$ cat config.mk
export PLATFORM = sky130hd
export DESIGN_NAME = multipart_mjpeg_deframer
export DESIGN_NICKNAME = d
export VERILOG_FILES = /design/src/mmjd_pkg.sv /design/src/multipart_mjpeg_deframer.sv /design/src/mmjd_cfg.sv /design/src/mmjd_parser.sv /design/src/mmjd_outq.sv
export SDC_FILE = /design/constraint.sdc
export NUM_CORES = 2
export LEC_CHECK = 0
export BUFFER_PORTS_ARGS = -buffer_cell sky130_fd_sc_hd__buf_2
export CAP_MARGIN = 0
export CELL_PAD_IN_SITES_DETAIL_PLACEMENT = 0
export CELL_PAD_IN_SITES_GLOBAL_PLACEMENT = 1
export CORE_MARGIN = 8
export CORE_UTILIZATION = 45
export CTS_CLUSTER_SIZE = 30
export DETAILED_ROUTE_END_ITERATION = 8
export PLACE_DENSITY_LB_ADDON = 0.1
export REMOVE_ABC_BUFFERS = 1
export SYNTH_ARGS = -nofsm -noshare
export SYNTH_HDL_FRONTEND = slang
export SYNTH_SLANG_ARGS = --single-unit
export TNS_END_PERCENT = 100
$ cat constraint.sdc
create_clock -name clk -period 12.8 [get_ports clk]
set_input_delay 0.64 -clock clk [delete_from_list [all_inputs] [get_ports clk]]
set_output_delay 0.64 -clock clk [all_outputs]
set_load 0.05 [all_outputs]
$ cat src/mmjd_pkg.sv
`default_nettype none
// ----------------------------------------------------------------------------
// mmjd_pkg
// Shared types, character codes and the header-end tracker for the multipart
// deframer.
// ----------------------------------------------------------------------------
package mmjd_pkg;

	localparam logic [7:0] CH_CR   = 8'h0D;
	localparam logic [7:0] CH_LF   = 8'h0A;
	localparam logic [7:0] CH_DASH = 8'h2D;

	// Configuration register indexes.
	localparam logic [1:0] REG_BOUNDARY_LOW  = 2'd0;
	localparam logic [1:0] REG_BOUNDARY_HIGH = 2'd1;
	localparam logic [1:0] REG_BOUNDARY_LEN  = 2'd2;

	// Output queue geometry.
	localparam int Q_DEPTH = 4;
	localparam int Q_AW    = 2;
	localparam int Q_CW    = 3;

	typedef enum logic [2:0] {
		PH_SEEK,
		PH_AFTER_MARK,
		PH_AFTER_CR,
		PH_HEADERS,
		PH_PAYLOAD
	} phase_t;

	typedef struct packed {
		logic [7:0] data;
		logic       last;
	} res_item_t;

	// Up to three result beats per input beat, item 0 leaves first.
	typedef struct packed {
		logic [1:0]          num;
		res_item_t [2:0]     item;
	} res_bundle_t;

	typedef struct packed {
		logic       to_payload;
		logic [1:0] progress;
	} hdr_step_t;

	// Tracks CR LF CR LF at the end of the part headers.
	function automatic hdr_step_t hdr_step(input logic [1:0] progress, input logic [7:0] b);
		hdr_step_t r;
		r.to_payload = 1'b0;
		r.progress   = 2'd0;
		if (b == CH_LF) begin
			if (progress == 2'd3) begin
				r.to_payload = 1'b1;
			end else if (progress == 2'd1) begin
				r.progress = 2'd2;
			end
		end else if (b == CH_CR) begin
			r.progress = (progress == 2'd2) ? 2'd3 : 2'd1;
		end
		return r;
	endfunction

endpackage
`default_nettype wire

$ cat src/multipart_mjpeg_deframer.sv
`default_nettype none
// ----------------------------------------------------------------------------
// multipart_mjpeg_deframer
// Splits a multipart HTTP body into part payloads, one byte per beat.
// ----------------------------------------------------------------------------
// Input stream s_axis: one body byte per beat; tuser high on a beat clears the
// parser and the byte is dropped. Output stream m_axis: payload bytes of each
// part, tlast on the final byte of a part. Parts with no payload give no beats.
// Configuration: cfg_index 0 and 1 write the low and high boundary bytes,
// 2 writes the boundary length and also clears the parser. Write only while
// the block is idle; cfg_ready is always high.
// Throughput: one input beat per cycle while s_axis_tready is high. Each beat
// is handled by the history compare; a released payload byte goes through the
// output queue to m_axis. The hold-back window keeps marker length plus two
// bytes inside the block until a marker decides their fate.
// A completed marker can release three beats at once into a four-entry queue;
// s_axis_tready drops while the queue holds more than one beat, so a stalled
// receiver backs up into the input after at most a few beats.
// Reset: boundary all zero, length one, parser seeking the first marker,
// queue empty.
// ----------------------------------------------------------------------------
module multipart_mjpeg_deframer #(
	parameter int MAX_BOUNDARY = 16
) (
	input  wire logic        clk,
	input  wire logic        arst_n,
	input  wire logic        s_axis_tvalid,
	output logic             s_axis_tready,
	input  wire logic [7:0]  s_axis_tdata,   // [7:0] in_byte
	input  wire logic        s_axis_tuser,   // [0] restart
	output logic             m_axis_tvalid,
	input  wire logic        m_axis_tready,
	output logic [7:0]       m_axis_tdata,   // [7:0] payload_byte
	output logic             m_axis_tlast,
	input  wire logic        cfg_valid,
	output logic             cfg_ready,
	input  wire logic [1:0]  cfg_index,
	input  wire logic [63:0] cfg_data
);
	import mmjd_pkg::*;

	localparam int MD = MAX_BOUNDARY + 2;
	localparam int CW = $clog2(MAX_BOUNDARY + 6);

	logic [MD-1:0][7:0] mark;
	logic [MD-1:0]      mark_mask;
	logic [CW-1:0]      mlen;
	logic               cfg_clear;
	logic               beat;
	res_bundle_t        res;

	assign cfg_ready = 1'b1;
	assign beat      = s_axis_tvalid && s_axis_tready;

	mmjd_cfg #(.MAX_BOUNDARY(MAX_BOUNDARY)) u_cfg (
		.clk       (clk),
		.arst_n    (arst_n),
		.wr_en     (cfg_valid && cfg_ready),
		.wr_index  (cfg_index),
		.wr_data   (cfg_data),
		.mark      (mark),
		.mark_mask (mark_mask),
		.mlen      (mlen),
		.clear     (cfg_clear)
	);

	mmjd_parser #(.MAX_BOUNDARY(MAX_BOUNDARY)) u_parser (
		.clk       (clk),
		.arst_n    (arst_n),
		.beat      (beat),
		.in_byte   (s_axis_tdata),
		.restart   (s_axis_tuser),
		.cfg_clear (cfg_clear),
		.mark      (mark),
		.mark_mask (mark_mask),
		.mlen      (mlen),
		.res       (res)
	);

	mmjd_outq u_outq (
		.clk       (clk),
		.arst_n    (arst_n),
		.push      (res),
		.space     (s_axis_tready),
		.out_valid (m_axis_tvalid),
		.out_ready (m_axis_tready),
		.out_data  (m_axis_tdata),
		.out_last  (m_axis_tlast)
	);

endmodule
`default_nettype wire

$ cat src/mmjd_cfg.sv
`default_nettype none
// ----------------------------------------------------------------------------
// mmjd_cfg
// Boundary registers. Keeps the marker ("--" plus boundary) right-aligned
// against the byte history, with a mask of the positions in use.
// ----------------------------------------------------------------------------
module mmjd_cfg #(
	parameter int MAX_BOUNDARY = 16,
	localparam int MD = MAX_BOUNDARY + 2,
	localparam int CW = $clog2(MAX_BOUNDARY + 6)
) (
	input  wire logic                 clk,
	input  wire logic                 arst_n,
	input  wire logic                 wr_en,
	input  wire logic [1:0]           wr_index,
	input  wire logic [63:0]          wr_data,
	output logic      [MD-1:0][7:0]   mark,
	output logic      [MD-1:0]        mark_mask,
	output logic      [CW-1:0]        mlen,
	output logic                      clear
);
	import mmjd_pkg::*;

	logic [63:0]        low_q, high_q, low_d, high_d;
	logic [4:0]         len_q, len_d, elen;
	logic [MD-1:0][7:0] mark_q, mark_d;
	logic [MD-1:0]      mask_q, mask_d;
	logic [CW-1:0]      mlen_q, mlen_d;
	logic [15:0][7:0]   bnd;

	assign clear = wr_en && (wr_index == REG_BOUNDARY_LEN);

	always_comb begin
		int pos;
		low_d  = (wr_en && wr_index == REG_BOUNDARY_LOW)  ? wr_data : low_q;
		high_d = (wr_en && wr_index == REG_BOUNDARY_HIGH) ? wr_data : high_q;
		len_d  = clear ? wr_data[4:0] : len_q;
		if (len_d == 5'd0) begin
			elen = 5'd1;
		end else if (len_d > 5'(MAX_BOUNDARY)) begin
			elen = 5'(MAX_BOUNDARY);
		end else begin
			elen = len_d;
		end
		mlen_d = CW'(elen) + CW'(2);
		bnd    = {high_d, low_d};
		for (int j = 0; j < MD; j++) begin
			pos       = int'(mlen_d) - 1 - j;
			mask_d[j] = (j < int'(mlen_d));
			if (pos < 2) begin
				mark_d[j] = CH_DASH;
			end else begin
				mark_d[j] = bnd[4'(pos - 2)];
			end
		end
	end

	always_ff @(posedge clk or negedge arst_n) begin
		if (!arst_n) begin
			low_q  <= '0;
			high_q <= '0;
			len_q  <= 5'd1;
			mlen_q <= CW'(3);
			for (int j = 0; j < MD; j++) begin
				mark_q[j] <= (j == 1 || j == 2) ? CH_DASH : 8'h00;
				mask_q[j] <= (j < 3);
			end
		end else if (wr_en) begin
			low_q  <= low_d;
			high_q <= high_d;
			len_q  <= len_d;
			mlen_q <= mlen_d;
			mark_q <= mark_d;
			mask_q <= mask_d;
		end
	end

	assign mark      = mark_q;
	assign mark_mask = mask_q;
	assign mlen      = mlen_q;

endmodule
`default_nettype wire

$ cat src/mmjd_parser.sv
`default_nettype none
// ----------------------------------------------------------------------------
// mmjd_parser
// Byte history, parse phase and hold-back counter. Every accepted beat is
// handled by combinational logic and produces up to three result beats.
// ----------------------------------------------------------------------------
module mmjd_parser #(
	parameter int MAX_BOUNDARY = 16,
	localparam int MD = MAX_BOUNDARY + 2,
	localparam int HD = MAX_BOUNDARY + 5,
	localparam int HW = $clog2(HD),
	localparam int CW = $clog2(MAX_BOUNDARY + 6)
) (
	input  wire logic                    clk,
	input  wire logic                    arst_n,
	input  wire logic                    beat,
	input  wire logic [7:0]              in_byte,
	input  wire logic                    restart,
	input  wire logic                    cfg_clear,
	input  wire logic [MD-1:0][7:0]      mark,
	input  wire logic [MD-1:0]           mark_mask,
	input  wire logic [CW-1:0]           mlen,
	output mmjd_pkg::res_bundle_t        res
);
	import mmjd_pkg::*;

	phase_t             phase_q, phase_d;
	logic [HD-1:0][7:0] hist_q, hnew;
	logic [1:0]         hep_q, hep_d;
	logic [CW-1:0]      cnt_q, cnt_d, cnt_inc, diff;
	logic [MD-1:0]      eq;
	logic               hit, skip2;
	logic [1:0]         n;
	logic [7:0]         t0, t1, t2;
	hdr_step_t          hs, hs0;
	res_bundle_t        res_d;

	always_comb begin
		hnew[0] = in_byte;
		for (int j = 1; j < HD; j++) begin
			hnew[j] = hist_q[j-1];
		end
		for (int j = 0; j < MD; j++) begin
			eq[j] = !mark_mask[j] || (hnew[j] == mark[j]);
		end
		hit = &eq;

		cnt_inc = (cnt_q < CW'(HD)) ? cnt_q + CW'(1) : cnt_q;
		diff    = cnt_inc - mlen;
		n       = (diff > CW'(3)) ? 2'd3 : diff[1:0];
		t0      = hnew[HW'(mlen)];
		t1      = hnew[HW'(mlen + CW'(1))];
		t2      = hnew[HW'(mlen + CW'(2))];
		skip2   = (n >= 2'd2) && (t0 == CH_LF) && (t1 == CH_CR);
		hs      = hdr_step(hep_q, in_byte);
		hs0     = hdr_step(2'd0, in_byte);

		phase_d = phase_q;
		hep_d   = hep_q;
		cnt_d   = cnt_q;
		res_d   = '0;

		case (phase_q)
			PH_SEEK: begin
				if (hit) begin
					phase_d = PH_AFTER_MARK;
				end
			end
			PH_AFTER_MARK: begin
				hep_d = 2'd0;
				if (in_byte == CH_CR) begin
					phase_d = PH_AFTER_CR;
				end else begin
					phase_d = PH_HEADERS;
					if (in_byte != CH_LF) begin
						hep_d = hs0.progress;
					end
				end
			end
			PH_AFTER_CR: begin
				phase_d = PH_HEADERS;
				hep_d   = 2'd0;
				if (in_byte != CH_LF) begin
					hep_d = hs0.progress;
				end
			end
			PH_HEADERS: begin
				hep_d = hs.progress;
				if (hs.to_payload) begin
					phase_d = PH_PAYLOAD;
					cnt_d   = '0;
				end
			end
			PH_PAYLOAD: begin
				cnt_d = cnt_inc;
				if (cnt_inc >= mlen && hit) begin
					// Marker complete: flush the held-back tail, less a CRLF.
					phase_d = PH_AFTER_MARK;
					cnt_d   = '0;
					hep_d   = 2'd0;
					case (n)
						2'd3: begin
							if (skip2) begin
								res_d.num     = 2'd1;
								res_d.item[0] = '{data: t2, last: 1'b1};
							end else begin
								res_d.num     = 2'd3;
								res_d.item[0] = '{data: t2, last: 1'b0};
								res_d.item[1] = '{data: t1, last: 1'b0};
								res_d.item[2] = '{data: t0, last: 1'b1};
							end
						end
						2'd2: begin
							if (!skip2) begin
								res_d.num     = 2'd2;
								res_d.item[0] = '{data: t1, last: 1'b0};
								res_d.item[1] = '{data: t0, last: 1'b1};
							end
						end
						2'd1: begin
							res_d.num     = 2'd1;
							res_d.item[0] = '{data: t0, last: 1'b1};
						end
						default: begin
							res_d.num = 2'd0;
						end
					endcase
				end else if (cnt_inc > mlen + CW'(2)) begin
					res_d.num     = 2'd1;
					res_d.item[0] = '{data: hnew[HW'(cnt_inc - CW'(1))], last: 1'b0};
					cnt_d         = cnt_inc - CW'(1);
				end
			end
			default: begin
				phase_d = PH_SEEK;
				hep_d   = 2'd0;
				cnt_d   = '0;
			end
		endcase
	end

	always_ff @(posedge clk or negedge arst_n) begin
		if (!arst_n) begin
			phase_q <= PH_SEEK;
			hist_q  <= '0;
			hep_q   <= 2'd0;
			cnt_q   <= '0;
		end else if (cfg_clear || (beat && restart)) begin
			phase_q <= PH_SEEK;
			hist_q  <= '0;
			hep_q   <= 2'd0;
			cnt_q   <= '0;
		end else if (beat) begin
			phase_q <= (phase_q > PH_PAYLOAD) ? PH_SEEK : phase_d;
			hist_q  <= (phase_q > PH_PAYLOAD) ? '0 : hnew;
			hep_q   <= hep_d;
			cnt_q   <= cnt_d;
		end
	end

	always_comb begin
		res = res_d;
		if (!beat || restart || cfg_clear) begin
			res.num = 2'd0;
		end
	end

endmodule
`default_nettype wire

$ cat src/mmjd_outq.sv
`default_nettype none
// ----------------------------------------------------------------------------
// mmjd_outq
// Four-entry result queue. Takes up to three beats per cycle and presents
// one registered beat per cycle on the output stream while out_ready is high.
// ----------------------------------------------------------------------------
module mmjd_outq (
	input  wire logic                  clk,
	input  wire logic                  arst_n,
	input  wire mmjd_pkg::res_bundle_t push,
	output logic                       space,
	output logic                       out_valid,
	input  wire logic                  out_ready,
	output logic [7:0]                 out_data,
	output logic                       out_last
);
	import mmjd_pkg::*;

	res_item_t         mem [Q_DEPTH];
	logic [Q_AW-1:0]   head_q, tail_q;
	logic [Q_CW-1:0]   count_q;
	logic              pop;

	assign pop       = out_valid && out_ready;
	assign out_valid = (count_q != '0);
	assign out_data  = mem[head_q].data;
	assign out_last  = mem[head_q].last;
	// Room for a full three-beat burst.
	assign space     = (count_q <= Q_CW'(Q_DEPTH - 3));

	always_ff @(posedge clk) begin
		for (int i = 0; i < 3; i++) begin
			if (i < int'(push.num)) begin
				mem[tail_q + Q_AW'(i)] <= push.item[i];
			end
		end
	end

	always_ff @(posedge clk or negedge arst_n) begin
		if (!arst_n) begin
			head_q  <= '0;
			tail_q  <= '0;
			count_q <= '0;
		end else begin
			tail_q  <= tail_q + Q_AW'(push.num);
			head_q  <= head_q + Q_AW'(pop);
			count_q <= count_q + Q_CW'(push.num) - Q_CW'(pop);
		end
	end

endmodule
`default_nettype wire
Word level (Yosys, flattened, before mapping)
Memories as Yosys holds them, arrays and structs flattened.
Index checks and enable logic that the tools add are counted.
Cells by class
  $add $sub $neg: 47
  magnitude comparators: 69
  eq/ne operators: 42
  mux-type cells: 140
  reduce and logical (&&, ||, !) cells: 59
Operators with widths (number)
  $bmux 8 s4: 18
  $lt 32x3->1 const B: 17
  $mux 160: 3
  $mux 8: 58
  $bmux 8 s5: 4
  $eq 8x8->1: 18
  $mux 64: 2
  $lt 4x6->1 const B: 18
  $sub 4x3->4 const B: 17
  $sub 6x5->7 const B: 8
  $mux 5: 9
  $lt 4x5->1 const A: 8
  $mux 18: 2
  $eq 8x4->1 const B: 4
  $mux 2: 16
  $mux 29: 1
  $sub 6x4->7 const B: 4
  $mux 9: 3
  $pmux 9 s3: 1
  $lt 5x6->1 const B: 4
  $logic_or 1x1->1: 21
  $lt 3x5->1 const A: 4
  $logic_not 1->1: 19
  $mux 3: 6
  other kinds (53): 92
Storage, ports and cells
  register bits: 477
  memory bits (writable): 36
  output and inout bits: 12
  word-level logic and storage cells: 407
  memories: 1
Memory list
  u_outq.mem: depth 4, bits a word 9, read ports 1, clocked after Yosys merged registers in 0, write ports 3, RTL line mmjd_outq.sv:19  | res_item_t mem [Q_DEPTH];

Longest topological paths before layout
  depth after elaboration: 16
  gate-level depth with buffers: 24

Hierarchy
A second synthesis with hierarchy kept.
Second synthesis, totals
  cells, all modules: 3389
  area, all modules: 35529.1 sq um
By module, submodules not included
  mmjd_cfg: instances 1, cells an instance 1761, area an instance 18207.5 sq um, seq. area each 7499.7 sq um
  mmjd_parser: instances 1, cells an instance 1370, area an instance 14742.9 sq um, seq. area each 4254.1 sq um
  mmjd_outq: instances 1, cells an instance 255, area an instance 2561.2 sq um, seq. area each 1256.2 sq um
  multipart_mjpeg_deframer: instances 1, cells an instance 3, area an instance 17.5 sq um, seq. area each 0.0 sq um

Worst setup path before layout
OpenSTA, ideal clock, no wires.
  kind: input-to-reg
  start point: in cfg_valid
  end point: reg u_cfg.mark_q, in the netlist u_cfg.mark[8]
  library setup time: 0.083 ns
  arrival time: 6.014 ns
  data required time: 12.717 ns
  path slack: 6.703 ns
  stages: 21
  path buffers: 8
  path through: buf_2 -> nand3b_2 -> mux2i_1 -> inv_1 -> nor3_1 -> o21a_1 -> buf_2 -> buf_2 -> buf_1 -> clkbuf_1 -> ha_1 -> clkbuf_1 -> inv_2 -> buf_1 -> ha_1 -> clkbuf_1 -> o21ai_0 -> xnor2_1 -> xnor2_1 -> mux2_2 -> o32a_1
On the way
  word-level cells in the longest chain between the ends: 13
  elaborated cells on any way between the ends: 19
  classes of those cells: 4 x add/sub; 2 x order compare; 9 x mux; 4 x reduce/logical
RTL lines
  start: declaration: RTL line multipart_mjpeg_deframer.sv:35  | input wire logic cfg_valid,
  $logic_and 1x1->1 (*): RTL line mmjd_cfg.sv:31  | assign clear = wr_en && (wr_index == REG_BOUNDARY_LEN);
  $mux 5 (*): RTL line mmjd_cfg.sv:37  | len_d = clear ? wr_data[4:0] : len_q;
  $gt 5x5->1: RTL line mmjd_cfg.sv:40  | end else if (len_d > 5'(MAX_BOUNDARY)) begin
  $mux 5: RTL line mmjd_cfg.sv:40
  $mux 5 (*): RTL line mmjd_cfg.sv:38  | if (len_d == 5'd0) begin
  via u_cfg.elen[0]: RTL line mmjd_cfg.sv:25  | logic [4:0] len_q, len_d, elen;
  $add 5x2->5 (*): RTL line mmjd_cfg.sv:45  | mlen_d = CW'(elen) + CW'(2);
  $sub 5x1->6 (*): RTL line mmjd_cfg.sv:48  | pos = int'(mlen_d) - 1 - j;
  $sub 6x2->7 (*): RTL line mmjd_cfg.sv:48
  $sub 4x3->4: RTL line mmjd_cfg.sv:53  | mark_d[j] = bnd[4'(pos - 2)];
  $bmux 8 s4: RTL line mmjd_cfg.sv:53
  $mux 8 (implied by the code) (2 in series): RTL line mmjd_cfg.sv:53
  $mux 8 (*): RTL line mmjd_cfg.sv:50  | if (pos < 2) begin
  end signal: indexed assignment: RTL line mmjd_cfg.sv:65  | mark_q[j] <= (j == 1 || j == 2) ? CH_DASH : 8'h00;
  end signal: assignment: RTL line mmjd_cfg.sv:73  | mark_q <= mark_d;
  end: declaration: RTL line mmjd_cfg.sv:26  | logic [MD-1:0][7:0] mark_q, mark_d;
The timed path passes the listed nets; every way through them passes the cells marked *. The select of a mux whose other input is x is not followed.
A chain may end at the register's enable or synchronous reset.

Worst setup path after layout
  start point: reg u_cfg.mlen_q[0] (netlist: u_cfg.mlen[0])
  end point: reg u_outq.count_q[2]
On the way
  word-level cells in the longest chain between the ends: 13
  elaborated cells on any way between the ends: 29
  classes of those cells: 5 x add/sub; 4 x order compare; 5 x eq/ne; 12 x mux; 3 x reduce/logical
RTL lines
  start: declaration: RTL line mmjd_cfg.sv:28  | logic [CW-1:0] mlen_q, mlen_d;
  start signal: assignment: RTL line mmjd_cfg.sv:72  | mlen_q <= mlen_d;
  $sub 5x5->5: RTL line mmjd_parser.sv:49  | diff = cnt_inc - mlen;
  $gt 5x2->1: RTL line mmjd_parser.sv:50  | n = (diff > CW'(3)) ? 2'd3 : diff[1:0];
  $mux 2: RTL line mmjd_parser.sv:50
  $ge 2x2->1: RTL line mmjd_parser.sv:54  | skip2 = (n >= 2'd2) && (t0 == CH_LF) && (t1 == CH_CR);
  $logic_and 1x1->1 (2 in series): RTL line mmjd_parser.sv:54
  $mux 2, on equally long branches: RTL line mmjd_parser.sv:114, mmjd_parser.sv:103
  $pmux 2 s3: RTL line mmjd_parser.sv:101  | case (n)
  $mux 2 (*): RTL line mmjd_parser.sv:96  | if (cnt_inc >= mlen && hit) begin
  $mux 29 (*): RTL line mmjd_parser.sv:63  | case (phase_q)
  $mux 2 (*): RTL line mmjd_parser.sv:163  | if (!beat || restart || cfg_clear) begin
  $add 3x2->3 (*): RTL line mmjd_outq.sv:47  | count_q <= count_q + Q_CW'(push.num) - Q_CW'(pop);
  $sub 3x1->3 (*): RTL line mmjd_outq.sv:47
  end signal: assignment: RTL line mmjd_outq.sv:47
  end: declaration: RTL line mmjd_outq.sv:21  | logic [Q_CW-1:0] count_q;
Every way passes the cells marked *; elsewhere a longest branch is shown, timed or not. The select of a mux whose other input is x is not followed.

==> summary.txt <==
Die
  • Initial core utilization: 45.3%
  • Die ar.: ~88,000 um^2
  • Row cnt: 103
  • Die X: 297 um
  • Core Area: a little under 80,000 um^2
  • Die Height: a little under 300 um
  • Io pins: around 90

Worst setup path
  • Worst Path Buf+Inv: 3
  • Crit-path slowest cell: dfstp_4
  • Cell family with most CP delay: buffers and inverters
  • CP endpoint kind: flip-flop
  • Crit path cell chain: buf_4 > buf_4 > inv_2 > mux4_2 > mux4_2 > a21oi_1 > and4_1 > nand4_1 > nor2_1 > nor3_2 > or2_1 > fa_1 > xnor2_1 > xnor2_1
  • WP data required: about 13,000 ps
  • Startpoint types: flip-flop
  • Crit path DAT: about 6900 ps
  • Maximum fanout along the worst path: 51
  • Crit Path Category: reg -> reg
  • Critical Path Max Stage Delay: around 930 ps

Place
  • Routability cong.: around 0.96
  • Final HPWL DP: 101,000 um
  • Count of buffers from port buffering: 90
  • Pre-CTS WS: 6000 ps
  • DP Area: 36,800 um^2
  • DP Cell Count: approximately 4,400

STA
  • Max-slew violations: 0
  • RSZ-0062 raised after global routing: false
  • Fin worst setup slack: roughly 6500 ps
  • Hold WS: ~67 ps
  • Final Hold Viols: 0
  • Setup Skew: between 20 and 25 ps
  • Slew headroom: 11.6%
  • Setup TNS: 0 ps
  • Final Cycle Share: around half
  • Crit path time final: about 6300 ps
  • Worst-Margin Slew: about 1300 ps
  • Max Clk Rate: ~160 MHz
  • Endpoints failing setup: 0

Power and ir drop
  • Cell Pwr Density: approximately 240 nW/um^2
  • Static leakage: between 15 and 20 nW
  • Final Power: around 9.2 mW
  • Worst IR Drop VDD: 0.174 mV

Synthesis
  • Post-synth ARST share: 93.0%
  • Sequential area share after synthesis: between 30% and 40%
  • Unique cell type count in the Yosys netlist: 95
  • Ys Warns: 0
  • Synthesized flop and latch total: between 500 and 600
  • EDFF count, synth: 36
  • Syn_area_per_cell: approximately 10 um^2
  • Post-synthesis cell area: 35,600 um^2
  • Top_reg_cell synth: dfrtp_1
  • Mapped Cells: ~3,500

Flow run
  • Max cap viols: 0

CTS
  • # clock sinks: between 500 and 600
  • Clk_lat worst skew: 640 ps
  • CTS resizes: 0
  • CTS tree: yes
  • CTS buffer count: 59
  • CTS root buf: clkbuf_16
  • Post-CTS setup buffer count: 0
  • Clk buf depth: 3
  • H-tree levels: 2
  • Clock transition at the registers of the reported paths: 60 ps
  • Cts-stage hold buffer count: 0

Detailed routing
  • Vias per cell: approximately 6.4
  • Avg WL per Cell: around 30 um
  • Routed Antenna Nets: 0
  • Drc violations: 0
  • Drt first pass iters: 6
  • Detailed Route WL: 134,000 um
  • Via count: slightly below 30,000
  • DR iter-0 viols: about 2,800

Global routing
  • Vias in the first global route: approximately 28,000
  • First-pass GRT wire length: a little under 200,000 um
  • Initial antenna violation count: 1
  • Largest net degree at the start of global routing: approximately 170
  • GRT overflow: 0
  • Tot GR Track Use: about 30%

Cells and area
  • Commonest non-fill, non-tap cell in the layout: mux2i_1
  • Fill cells: around 7,300
  • Synthesis-to-finish area growth: 9.13%
  • Finished Layout Cells: about 4,500
  • Core Util, Final: between 40% and 50%
  • Most frequent cells in the layout: mux2i_1 (609), dfrtp_1 (462), inv_1 (241)
  • Final nets: approximately 3,600
  • Fraction of layout cells with a size suffix above 1: 13.7%
  • Final Instance Area: ~39,000 um^2

Status
  • Status: finished, final reports clean

Min path
  • Worst hold path type: in -> async
-- per-layer routing --
| metal | track usage [%] | routed length [um] | part of all wire, % | up-vias |
|---|---|---|---|---|
| met5 | 0 | 0 | 0 | - |
| met4 | 14.2 | 7620 | 5.7 | 0 |
| met3 | 4.59 | 9260 | 6.9 | 275 |
| met2 | 46.2 | 61000 | 46 | 1285 |
| met1 | 39.1 | 55900 | 42 | 14700 |
| li1 | - | - | - | 12700 |
-- synth_stat cells (9+ instances only) --
master    instances  area (um^2)
a211oi_1          9         67.6
a21o_1            9         67.6
a21oi_1         174          871
a221o_1           9         90.1
a221oi_1         13          114
a22o_1          162         1420
a22oi_1          17          128
a31oi_1          55          344
and2_1           15         93.8
and3_1           13         81.3
buf_1            35          131
buf_2            35          175
buf_4            16          120
buf_6            11          124
clkbuf_1        142          533
dfrtp_1         462        11600
dfstp_2          14          368
edfxtp_1         36         1080
ha_1             51          638
inv_1           241          905
mux2_2           47          529
mux2i_1         609         6100
mux4_1           16          420
mux4_2          128         2880
nand2_1         219          822
nand2b_1         14         87.6
nand3_1          39          195
nand4_1          57          357
nor2_1          225          845
nor2b_1          23          144
nor3_1           20          100
o211ai_1         17          128
o21ai_0          85          425
o22a_1           20          175
o22ai_1          84          526
o32ai_1          11         96.3
or3_1            10         62.6
xnor2_1         170         1490
xor2_1           10         87.6
-- registers in the layout, summed over array words and instances, names as in the netlist --
name              count
u_cfg.mark          144
u_parser.hep_q        2
u_outq.head_q         2
u_outq.count_q        3
u_parser.cnt_q        5
u_cfg.mlen            4
u_outq.tail_q         2
u_cfg.high_q         64
u_outq.mem           36
u_cfg.len_q           5
u_parser.hist_q     160
u_cfg.mark_mask      18
u_parser.phase_q      3
u_cfg.low_q          64
-- final timing paths --
path                                      endpoint  slack, ps  cells past startpoint            start
worst max-delay path             u_outq.count_q[2]       6480                     14    u_cfg.mlen[0]
min in group clk                  u_cfg.high_q[60]        270                      3     cfg_data[60]
worst max register to register   u_outq.count_q[2]       6480                     14    u_cfg.mlen[0]
worst min-delay path            u_parser.hist_q[1]         70                      1           arst_n
max in group asynchronous          u_cfg.low_q[29]      10350                      3           arst_n
worst min register to register     u_cfg.low_q[39]        500                      2  u_cfg.low_q[39]
-- layout make-up --
cell class	count	area, um^2	share of cell area (%)
repair buffers	146	900	2.32
well taps	1050	1310	3.38
flip-flops and latches	512	13000	33.5
clock buffers	86	1680	4.33
clock inverters	25	352	0.906
diodes	1	2.50	0.00645
multi-input cells	2455	20600	53.1
inverters	247	927	2.39
-- power by group --
part	switching, mW	total [mW]	internal (mW)
Sequential	0.359	2.32	1.97
Combinational	3.14	5.02	1.88
Clock	0.740	1.81	1.07
Total	4.24	9.15	4.92
-- logic make-up (layout without fill, tap and decap cells) --
| logic type | count (synthesis) | after routing | share of synthesized area [%] |
|---|---|---|---|
| mux | 802 | 802 | 28.0 |
| simple gates | 674 | 674 | 8.71 |
| flops | 512 | 512 | 36.6 |
| xor+xnor | 183 | 183 | 4.57 |
| compound gates | 736 | 736 | 14.3 |
| fa+ha+maj | 59 | 59 | 2.07 |
| other cells | 1 | 2 | 0.0105 |
| buf+inv | 489 | 504 | 5.79 |
No activity file was read; power rests on OpenSTA's default activity.
